<file path="config.mk">
export PLATFORM = sky130hd
export DESIGN_NAME = ascii_integer_parser
export DESIGN_NICKNAME = d
export VERILOG_FILES = /design/src/rtl/core/aip_pkg.sv /design/src/rtl/core/ascii_integer_parser.sv
export SDC_FILE = /design/constraint.sdc
export NUM_CORES = 2
export LEC_CHECK = 0
export BUFFER_PORTS_ARGS = -buffer_cell sky130_fd_sc_hd__buf_4
export CAP_MARGIN = 5
export CORE_MARGIN = 2
export CORE_UTILIZATION = 43
export DETAILED_ROUTE_END_ITERATION = 6
export GPL_ROUTABILITY_DRIVEN = 0
export GPL_TIMING_DRIVEN = 0
export SYNTH_ARGS = -nofsm -noshare
export SYNTH_HDL_FRONTEND = slang
export SYNTH_SLANG_ARGS = --single-unit
</file>
<file path="constraint.sdc">
create_clock -name clock -period 42.4 [get_ports clock]
set_clock_uncertainty 0.15 [all_clocks]
set_input_delay 8.48 -clock clock [delete_from_list [all_inputs] [get_ports clock]]
set_output_delay 8.48 -clock clock [all_outputs]
set_load 0.05 [all_outputs]
</file>
<file path="src/rtl/core/aip_pkg.sv">
// shared types, character codes and helpers for the ascii integer parser
package aip_pkg;

   localparam int VALUE_WIDTH = 64;
   localparam int COUNT_WIDTH = 16;
   localparam int DIGIT_WIDTH = 6;
   localparam int BASE_WIDTH  = 6;

   localparam logic [VALUE_WIDTH-1:0] VALUE_TOP  = {1'b1, {(VALUE_WIDTH-1){1'b0}}};
   localparam logic [VALUE_WIDTH-1:0] VALUE_ONES = {VALUE_WIDTH{1'b1}};
   localparam logic [COUNT_WIDTH-1:0] POS_MAX    = {COUNT_WIDTH{1'b1}};

   // configuration register indexes
   localparam logic CSR_NUMBER_BASE = 1'b0;
   localparam logic CSR_SIGNED_MODE = 1'b1;

   localparam logic [BASE_WIDTH-1:0]  BASE_AUTO = 6'd0;
   localparam logic [BASE_WIDTH-1:0]  BASE_ONE  = 6'd1;
   localparam logic [BASE_WIDTH-1:0]  BASE_OCT  = 6'd8;
   localparam logic [BASE_WIDTH-1:0]  BASE_DEC  = 6'd10;
   localparam logic [BASE_WIDTH-1:0]  BASE_HEX  = 6'd16;
   localparam logic [BASE_WIDTH-1:0]  BASE_MAX  = 6'd36;
   localparam logic [DIGIT_WIDTH-1:0] NO_DIGIT  = 6'd36;
   localparam logic [DIGIT_WIDTH-1:0] DIGIT_TEN = 6'd10;

   localparam logic [7:0] CH_0     = 8'h30;
   localparam logic [7:0] CH_9     = 8'h39;
   localparam logic [7:0] CH_LO_A  = 8'h61;
   localparam logic [7:0] CH_LO_Z  = 8'h7A;
   localparam logic [7:0] CH_UP_A  = 8'h41;
   localparam logic [7:0] CH_UP_Z  = 8'h5A;
   localparam logic [7:0] CH_LO_X  = 8'h78;
   localparam logic [7:0] CH_UP_X  = 8'h58;
   localparam logic [7:0] CH_PLUS  = 8'h2B;
   localparam logic [7:0] CH_MINUS = 8'h2D;
   localparam logic [7:0] CH_SPACE = 8'h20;
   localparam logic [7:0] CH_TAB   = 8'h09;
   localparam logic [7:0] CH_CR    = 8'h0D;

   typedef struct packed {
      logic [7:0] char_code;
      logic       start_flag;
   } req_item_type;

   typedef struct packed {
      logic [63:0] value;
      logic        overflow;
      logic        converted;
      logic [15:0] consumed_count;
   } rsp_item_type;

   // digit value of a character, NO_DIGIT when it is not alphanumeric
   function automatic logic [DIGIT_WIDTH-1:0] digit_of(input logic [7:0] c);
      logic [DIGIT_WIDTH-1:0] d;
      d = NO_DIGIT;
      if (c >= CH_0 && c <= CH_9) begin
         d = DIGIT_WIDTH'(c - CH_0);
      end else if (c >= CH_LO_A && c <= CH_LO_Z) begin
         d = DIGIT_WIDTH'(c - CH_LO_A) + DIGIT_TEN;
      end else if (c >= CH_UP_A && c <= CH_UP_Z) begin
         d = DIGIT_WIDTH'(c - CH_UP_A) + DIGIT_TEN;
      end
      return d;
   endfunction

   // space, tab, line feed, vertical tab, form feed, carriage return
   function automatic logic is_blank(input logic [7:0] c);
      return (c == CH_SPACE) || (c >= CH_TAB && c <= CH_CR);
   endfunction

endpackage

</file>
<file path="src/rtl/core/ascii_integer_parser.sv">
// streaming string to integer converter, one byte per item
//
// Converts a byte stream to a 64-bit integer in the manner of strtol/strtoul.
// A string starts at an item with start_flag set; leading whitespace is
// skipped, an optional sign is taken, the radix comes from number_base (0
// selects hex after 0x/0X followed by a hex digit, octal after a leading 0,
// decimal otherwise) and digits are accumulated until the first byte that
// does not fit. That byte (a NUL included) gives the one result item of the
// string; all other bytes give none. A start flag in the middle of a string
// drops the old string without a result. A radix of 1 or above 36 gives an
// all-zero result at the start byte. Overflow saturates to the signed
// minimum/maximum in signed mode and to all ones in unsigned mode.
// Throughput is one byte per cycle with no gaps while result items are taken and
// no configuration write is offered. An accepted byte is held in the input
// register and worked from there; a result item it gives is offered from the
// result register. While a result item waits on rsp_ready the parse holds,
// the input register fills and req_ready drops until the result is taken.
// The per-byte recurrence is a 64x6 multiply-add of the accumulator by the
// radix plus a compare against the limit, done combinationally.
// Configuration writes are taken when no byte sits in the input register and
// get priority over a byte offered in the same cycle; number_base is latched
// at each start byte, signed_mode applies to every following byte.
module ascii_integer_parser (
   input  logic                   clock,
   input  logic                   reset,
   input  logic                   req_valid,
   output logic                   req_ready,
   input  aip_pkg::req_item_type  req_data,
   output logic                   rsp_valid,
   input  logic                   rsp_ready,
   output aip_pkg::rsp_item_type  rsp_data,
   input  logic                   csr_valid,
   output logic                   csr_ready,
   input  logic                   csr_index,
   input  logic [5:0]             csr_data
);

   typedef enum logic [2:0] {
      PH_IDLE,
      PH_LEAD,
      PH_FIRST,
      PH_ZERO,
      PH_XPFX,
      PH_DIGITS
   } phase_type;

   // configuration
   logic [aip_pkg::BASE_WIDTH-1:0]  number_base_ff;
   logic                            signed_mode_ff;

   // input and result registers
   logic                            in_vld_ff;
   aip_pkg::req_item_type           in_item_ff;
   logic                            rsp_vld_ff;
   aip_pkg::rsp_item_type           rsp_item_ff;
   aip_pkg::rsp_item_type           rsp_item_in;

   // parse state
   phase_type                        phase_ff, phase_in;
   logic                             neg_ff, neg_in;
   logic [aip_pkg::VALUE_WIDTH-1:0]  acc_ff, acc_in;
   logic                             ovf_ff, ovf_in;
   logic [aip_pkg::BASE_WIDTH-1:0]   base_ff, base_in;
   logic                             seen_ff, seen_in;
   logic [aip_pkg::COUNT_WIDTH-1:0]  pos_ff, pos_in;
   logic [aip_pkg::COUNT_WIDTH-1:0]  zpos_ff, zpos_in;

   // step control
   logic                             fire;
   logic                             emit_hit;
   logic [aip_pkg::COUNT_WIDTH-1:0]  emit_pos;
   logic                             first_hit;
   logic                             add_hit;
   logic [aip_pkg::BASE_WIDTH-1:0]   add_base;
   logic [7:0]                       ch;
   logic [aip_pkg::DIGIT_WIDTH-1:0]  dig;
   logic [aip_pkg::VALUE_WIDTH-1:0]  limit;
   logic [aip_pkg::VALUE_WIDTH+6:0]  product;
   logic [aip_pkg::VALUE_WIDTH-1:0]  result_value;

   // the byte in the input register is worked when the result register can
   // take whatever it may emit
   assign fire      = in_vld_ff && (!rsp_vld_ff || rsp_ready);
   assign csr_ready = !in_vld_ff;
   assign req_ready = (!in_vld_ff || fire) && !csr_valid;
   assign rsp_valid = rsp_vld_ff;
   assign rsp_data  = rsp_item_ff;

   assign ch  = in_item_ff.char_code;
   assign dig = aip_pkg::digit_of(ch);

   always_comb begin
      phase_in  = phase_ff;
      neg_in    = neg_ff;
      acc_in    = acc_ff;
      ovf_in    = ovf_ff;
      base_in   = base_ff;
      seen_in   = seen_ff;
      pos_in    = pos_ff;
      zpos_in   = zpos_ff;
      emit_hit  = 1'b0;
      emit_pos  = pos_ff;
      first_hit = 1'b0;
      add_hit   = 1'b0;
      add_base  = base_ff;
      limit     = aip_pkg::VALUE_ONES;
      product   = '0;

      // start byte: fresh string, radix latched from the register
      if (in_item_ff.start_flag) begin
         neg_in  = 1'b0;
         acc_in  = '0;
         ovf_in  = 1'b0;
         seen_in = 1'b0;
         pos_in  = '0;
         zpos_in = '0;
         base_in = number_base_ff;
         if (number_base_ff == aip_pkg::BASE_ONE || number_base_ff > aip_pkg::BASE_MAX) begin
            phase_in = PH_IDLE;
            emit_hit = 1'b1;
            emit_pos = '0;
         end else begin
            phase_in = PH_LEAD;
         end
      end

      if (!emit_hit) begin
         unique case (phase_in)
            PH_LEAD: begin
               if (aip_pkg::is_blank(ch)) begin
                  if (pos_in < aip_pkg::POS_MAX) pos_in = pos_in + 1'b1;
               end else if (ch == aip_pkg::CH_PLUS || ch == aip_pkg::CH_MINUS) begin
                  neg_in   = (ch == aip_pkg::CH_MINUS);
                  if (pos_in < aip_pkg::POS_MAX) pos_in = pos_in + 1'b1;
                  phase_in = PH_FIRST;
               end else begin
                  first_hit = 1'b1;
               end
            end
            PH_FIRST: begin
               first_hit = 1'b1;
            end
            PH_ZERO: begin
               if (ch == aip_pkg::CH_LO_X || ch == aip_pkg::CH_UP_X) begin
                  if (pos_in < aip_pkg::POS_MAX) pos_in = pos_in + 1'b1;
                  phase_in = PH_XPFX;
               end else begin
                  base_in  = (base_in == aip_pkg::BASE_AUTO) ? aip_pkg::BASE_OCT
                                                             : aip_pkg::BASE_HEX;
                  phase_in = PH_DIGITS;
                  if (dig < base_in) begin
                     add_hit = 1'b1;
                  end else begin
                     emit_hit = 1'b1;
                     emit_pos = pos_in;
                  end
               end
            end
            PH_XPFX: begin
               if (dig < aip_pkg::BASE_HEX) begin
                  base_in  = aip_pkg::BASE_HEX;
                  phase_in = PH_DIGITS;
                  add_hit  = 1'b1;
               end else begin
                  // prefix without a hex digit: only the leading zero counts
                  emit_hit = 1'b1;
                  emit_pos = zpos_in;
               end
            end
            PH_DIGITS: begin
               if (base_in >= 6'd2 && base_in <= aip_pkg::BASE_MAX && dig < base_in) begin
                  add_hit = 1'b1;
               end else begin
                  emit_hit = 1'b1;
                  emit_pos = pos_in;
               end
            end
            default: begin
               phase_in = PH_IDLE;
            end
         endcase
      end

      // first character of the number
      if (first_hit) begin
         if (ch == aip_pkg::CH_0 &&
             (base_in == aip_pkg::BASE_AUTO || base_in == aip_pkg::BASE_HEX)) begin
            seen_in  = 1'b1;
            if (pos_in < aip_pkg::POS_MAX) pos_in = pos_in + 1'b1;
            zpos_in  = pos_in;
            phase_in = PH_ZERO;
         end else begin
            if (base_in == aip_pkg::BASE_AUTO) base_in = aip_pkg::BASE_DEC;
            if (dig < base_in) begin
               add_hit  = 1'b1;
               phase_in = PH_DIGITS;
            end else begin
               emit_hit = 1'b1;
               emit_pos = pos_in;
            end
         end
      end

      // accumulate one digit with range check
      add_base = base_in;
      if (signed_mode_ff) begin
         limit = neg_in ? aip_pkg::VALUE_TOP : aip_pkg::VALUE_TOP - 1'b1;
      end
      product = (aip_pkg::VALUE_WIDTH+7)'(acc_in) * (aip_pkg::VALUE_WIDTH+7)'(add_base)
              + (aip_pkg::VALUE_WIDTH+7)'(dig);
      if (add_hit) begin
         if (ovf_in || product > (aip_pkg::VALUE_WIDTH+7)'(limit)) begin
            ovf_in = 1'b1;
         end else begin
            acc_in = product[aip_pkg::VALUE_WIDTH-1:0];
         end
         seen_in = 1'b1;
         if (pos_in < aip_pkg::POS_MAX) pos_in = pos_in + 1'b1;
      end

      if (emit_hit) begin
         phase_in = PH_IDLE;
      end
   end

   // result fields from the state after this byte
   always_comb begin
      result_value = '0;
      if (seen_in) begin
         if (ovf_in) begin
            if (signed_mode_ff) begin
               result_value = neg_in ? aip_pkg::VALUE_TOP : aip_pkg::VALUE_TOP - 1'b1;
            end else begin
               result_value = aip_pkg::VALUE_ONES;
            end
         end else begin
            result_value = neg_in ? (aip_pkg::VALUE_WIDTH'(0) - acc_in) : acc_in;
         end
      end
      rsp_item_in.value          = 64'(result_value);
      rsp_item_in.overflow       = seen_in && ovf_in;
      rsp_item_in.converted      = seen_in;
      rsp_item_in.consumed_count = seen_in ? 16'(emit_pos) : 16'd0;
   end

   always_ff @(posedge clock) begin
      if (reset) begin
         number_base_ff <= '0;
         signed_mode_ff <= 1'b1;
         in_vld_ff      <= 1'b0;
         rsp_vld_ff     <= 1'b0;
         phase_ff       <= PH_IDLE;
         neg_ff         <= 1'b0;
         acc_ff         <= '0;
         ovf_ff         <= 1'b0;
         base_ff        <= '0;
         seen_ff        <= 1'b0;
         pos_ff         <= '0;
         zpos_ff        <= '0;
      end else begin
         // configuration write
         if (csr_valid && csr_ready) begin
            unique case (csr_index)
               aip_pkg::CSR_NUMBER_BASE: number_base_ff <= csr_data;
               aip_pkg::CSR_SIGNED_MODE: signed_mode_ff <= csr_data[0];
               default: ;
            endcase
         end

         // input register
         if (req_valid && req_ready) begin
            in_vld_ff  <= 1'b1;
            in_item_ff <= req_data;
         end else if (fire) begin
            in_vld_ff <= 1'b0;
         end

         // parse step and result register
         if (fire) begin
            phase_ff <= phase_in;
            neg_ff   <= neg_in;
            acc_ff   <= acc_in;
            ovf_ff   <= ovf_in;
            base_ff  <= base_in;
            seen_ff  <= seen_in;
            pos_ff   <= pos_in;
            zpos_ff  <= zpos_in;
         end
         if (fire && emit_hit) begin
            rsp_vld_ff  <= 1'b1;
            rsp_item_ff <= rsp_item_in;
         end else if (rsp_ready) begin
            rsp_vld_ff <= 1'b0;
         end
      end
   end

endmodule

</file>
==> metrics.sh <==
OUTCOME='finished, final reports clean'
TIMING.HOLD.WORST_ENDPOINT='zpos_ff[13]'
DRT-VIAS-PER-INSTANCE=6.36
PORT_BUFFERS=104
TIMING.FINAL.CRIT_SHARE=0.535
FINAL_HOLD_VIOL_COUNT=0
RSZ0062_AT_GRT='no'
WORST_SKEW_PAIR.LATE_LATENCY_NS=0.56
POST_SYNTH_XOR_AREA_FRACTION=0.0361
VIAS=31700
GLOBAL_ROUTE_WIRE_LENGTH_BEFORE_REPAIR_UM=190000
POST-CTS-SETUP-BUFFERS=0
CLOCK_PIN_SLEW_WORST_SETUP_AND_HOLD_PATHS_NS=0.06
DRC=0
WORST_HOLD_STARTPOINT='zpos_ff[13]'
START_KIND='flip-flop'
WL_PER_CELL_UM=25.5
GRT_START_MAX_NET_PINS=36
CTS_TREE='built'
CRIT-REG2REG-CAPTURE='rsp_data[76]'
DETAILED_PLACE_HPWL_UM=103000
LAYOUT_MIN_CYCLE_TIME_NS=22.67
DETAIL_ROUTE.FIRST_PASS.ITERATIONS=7
FLOW.AREA_GROWTH_FROM_SYNTHESIS_PCT=9.14
GR-TOTAL-OVERFLOW=0
FP.COREAREA_UM2=70300
ANTENNADIODECOUNT=0
RR_STARTPOINT='in_item_ff[0]'
TIMING.SETUP.TNS_NS=0
WORST_EP_ARRIVAL_TIME_NS=22.69
DRT-INITIAL-DRC-COUNT=4343
FP.DIEH_UM=271
PATH_CLASS='reg -> reg'
SYNTH_NETS=4398
FMAX_MHz=44.1
POSTSYNTHAREAPERCELL_UM2=7.87
CTS_MADE_BUFFERS=23
HOLD_PATH.CLASS='reg -> reg'
NUMCLOCKSINKS=208
YOSYS_TOP_CELL_AREA_SHARE=0.165
SYNTH-SEQ-CELLS=208
TOP_LEVEL_PORTS=106
SYNTH-EDFF-COUNT=91
SYNTH_TOP_FLOP_CELL='sky130_fd_sc_hd__dfxtp_1'
SYN_INST=3887
CRIT_PATH_TOP_DELAY_CELL='sky130_fd_sc_hd__a2111oi_0'
CTS.HOLD.BUFFERS_ADDED=0
CLOCK_TREE.ROOT_CELL='sky130_fd_sc_hd__clkbuf_16'
YOSYS-TOP-CELLS-AREA='sky130_fd_sc_hd__fa_1 (16%), sky130_fd_sc_hd__ha_1 (9.7%), sky130_fd_sc_hd__edfxtp_1 (8.9%), sky130_fd_sc_hd__dfxtp_1 (7.7%), sky130_fd_sc_hd__nor2_1 (6.6%)'
MAXCAPVIOLATIONS=0
ROWS=97
SYNTH_ASYNC_SR_FLOP_SHARE=0
CTS_BUFFER_DEPTH=3
MAXIMUM_FANOUT_ALONG_THE_WORST_PATH=10
DIE_W_UM=271
LAYOUT.FILLER_CELLS=7082
CTSRESIZECOUNT=0
NETLIST_AREA_UM2=30600
HOLDPATHSTAGES=2
PRECTSSETUPSLACK_NS=20.92
SYNTH_TOP_CELLS_BY_COUNT='sky130_fd_sc_hd__nor2_1 (541), sky130_fd_sc_hd__nand2_1 (465), sky130_fd_sc_hd__a21oi_1 (277)'
SETUP_VIOL_COUNT_FINAL=0
LARGEST_FAMILY_OF_LOGIC_CELLS_BY_SYNTHESIZED_AREA='adder cells'
CRITICAL_PATH.ENDPOINT_TYPE='flip-flop'
SLOWEST_DELAY_NS=1.13
GRT_ANTENNA_BEFORE_REPAIR=3
FINAL_CELL_AREA_UM2=33400
CP-STARTPOINT='in_item_ff[0]'
SYNTH-COMPOUND-AREA-SHARE=0.193
CELLLEAKAGEPOWER_nW=14.3
PLACEMENT.CELL_AREA_UM2=32600
CELL_TAKING_THE_MOST_AREA_AFTER_SYNTHESIS='sky130_fd_sc_hd__fa_1'
WORSTMARGINPINSLEW_NS=1.36
TRACK_USAGE=0.337
YS_TYPES=118
REPORT.FINAL.SLEW_VIOL_COUNT=0
REG2REG_SETUP_SLACK_NS=19.73
SYNTH_MOST_COMMON_CELL='sky130_fd_sc_hd__nor2_1'
SYNTH_SIMPLE_GATE_AREA_SHARE=0.252
DIE_AREA_UM2=73300
FLOORPLAN.INITIALDENSITY=0.435
POWER-PER-CELL-AREA_nW_PER_UM2=16.9
CRIT_REQUIRED_NS=42.42
POST_SYNTH_FA_HA_MAJ_AREA_FRACTION=0.262
HTREEDEPTH=1
DETAIL_ROUTE.WIRELENGTH_UM=127000
FIN_WS_NS=19.73
SHARE_OF_THE_YOSYS_CHIP_AREA_BELONGING_TO_REGISTERS=0.166
IRDROPWORSTVDD_mV=0.0332
MULTIPLEXER_AREA_FRACTION_AFTER_SYNTHESIS=0.0326
GRT_PASS1_VIAS=29800
FF2FF_PATH_DEPTH=50
POSTROUTEANTENNANETS=0
YS.WARNINGS.COUNT=0
LAYOUT.NETS=4534
SHARE_OF_CELLS_ABOVE_DRIVE_STRENGTH_1=0.0700
SLEW_HEADROOM=0.0952
-- sequential cells by signal (all words and copies together) (netlist names), 3 cells and up --
| signal | cells |
|---|---|
| base_ff | 6 |
| number_base_ff | 6 |
| rsp_data | 82 |
| pos_ff | 16 |
| ch | 8 |
| acc_ff | 64 |
| phase_ff | 3 |
| zpos_ff | 16 |
-- cells by family after synthesis --
family,Yosys count
adders and majority gates,490
AOI/OAI and AO/OA,889
and+or+nand+nor,1622
muxes,96
buffers and inverters,456
xor gates and xnor gates,126
DFF,208
-- routing by layer --
metal	part of all wire	global-route usage	wire length, um	up-vias
li1	-	-	-	14100
met1	0.41	0.464	51900	15100
met2	0.41	0.499	52500	2086
met3	0.12	0.0761	15100	419
met4	0.056	0.158	7160	4
met5	0.00023	0.00724	29	-
-- worst max path at each step --
| stage | slack [ns] | cells after the start | end |
|---|---|---|---|
| 6_report | 19.73 | 50 | rsp_data[76] |
| 5_1_grt | 19.64 | 50 | rsp_data[76] |
| 4_1_cts | 20.84 | 50 | rsp_data[76] |
| 3_5_place_dp | 20.92 | 50 | rsp_data[76] |
| 3_3_place_gp | 20.51 | 50 | rsp_data[76] |
| 2_1_floorplan | 24.39 | 2 | req_ready |
-- per-stage QoR --
step / power (mW) / cells / utilization / hold slack (ns)
2_1_floorplan: 0.305 / 3887 / - / 0.282
3_3_place_gp: 0.350 / 4931 / 0.463 / 0.290
3_5_place_dp: 0.351 / 4937 / 0.465 / 0.297
4_1_cts: 0.554 / 4979 / 0.475 / 0.306
5_1_grt: 0.576 / 4980 / 0.475 / 0.324
6_report: 0.563 / 4980 / 0.475 / 0.307
-- cell type report --
class	instances	area, um^2	share of cell area
Tap cell	940	1180	0.0352
Multi-Input combinational cell	3223	23700	0.711
Clock inverter	13	126	0.00379
Sequential cell	208	5070	0.152
Inverter	229	860	0.0257
Timing Repair Buffer	111	873	0.0262
Clock buffer	29	608	0.0182
Buffer	227	925	0.0277
-- cells in the final DEF, fill, tap and decap left out, types with 30 or more instances in the layout --
| cell | instances |
|---|---|
| sky130_fd_sc_hd__buf_2 | 32 |
| sky130_fd_sc_hd__o211ai_1 | 32 |
| sky130_fd_sc_hd__dfxtp_1 | 117 |
| sky130_fd_sc_hd__xnor2_1 | 69 |
| sky130_fd_sc_hd__a21oi_1 | 277 |
| sky130_fd_sc_hd__and3_1 | 43 |
| sky130_fd_sc_hd__nor3_1 | 82 |
| sky130_fd_sc_hd__fa_1 | 252 |
| sky130_fd_sc_hd__nand2_1 | 465 |
| sky130_fd_sc_hd__nand3_1 | 103 |
| sky130_fd_sc_hd__nor2b_1 | 55 |
| sky130_fd_sc_hd__nor2_1 | 538 |
| sky130_fd_sc_hd__edfxtp_1 | 91 |
| sky130_fd_sc_hd__inv_1 | 224 |
| sky130_fd_sc_hd__o21ai_0 | 148 |
| sky130_fd_sc_hd__a31oi_1 | 30 |
| sky130_fd_sc_hd__a22oi_1 | 30 |
| sky130_fd_sc_hd__nand4_1 | 81 |
| sky130_fd_sc_hd__a211oi_1 | 92 |
| sky130_fd_sc_hd__and2_1 | 36 |
| sky130_fd_sc_hd__ha_1 | 238 |
| sky130_fd_sc_hd__nor4_1 | 46 |
| sky130_fd_sc_hd__xor2_1 | 57 |
| sky130_fd_sc_hd__clkbuf_1 | 175 |
| sky130_fd_sc_hd__buf_4 | 107 |
| sky130_fd_sc_hd__mux2i_1 | 69 |
-- power breakdown --
part / switching [mW] / internal, mW
logic: 0.0977 / 0.0395
clock network: 0.0983 / 0.110
registers: 0.00444 / 0.213
total: 0.200 / 0.362
-- critical path, delay by kind of cell (launching register included) --
family | cells | cell delay [ns]
AND/OR/NAND/NOR | 16 | 6.20
buffers and inverters | 13 | 6.16
AO/OA/AOI/OAI | 13 | 5.87
adder cells (fa/ha/maj) | 7 | 2.85
multiplexers | 1 | 0.48
flip-flops | 1 | 0.47
No activity file was read; power rests on OpenSTA's default activity.
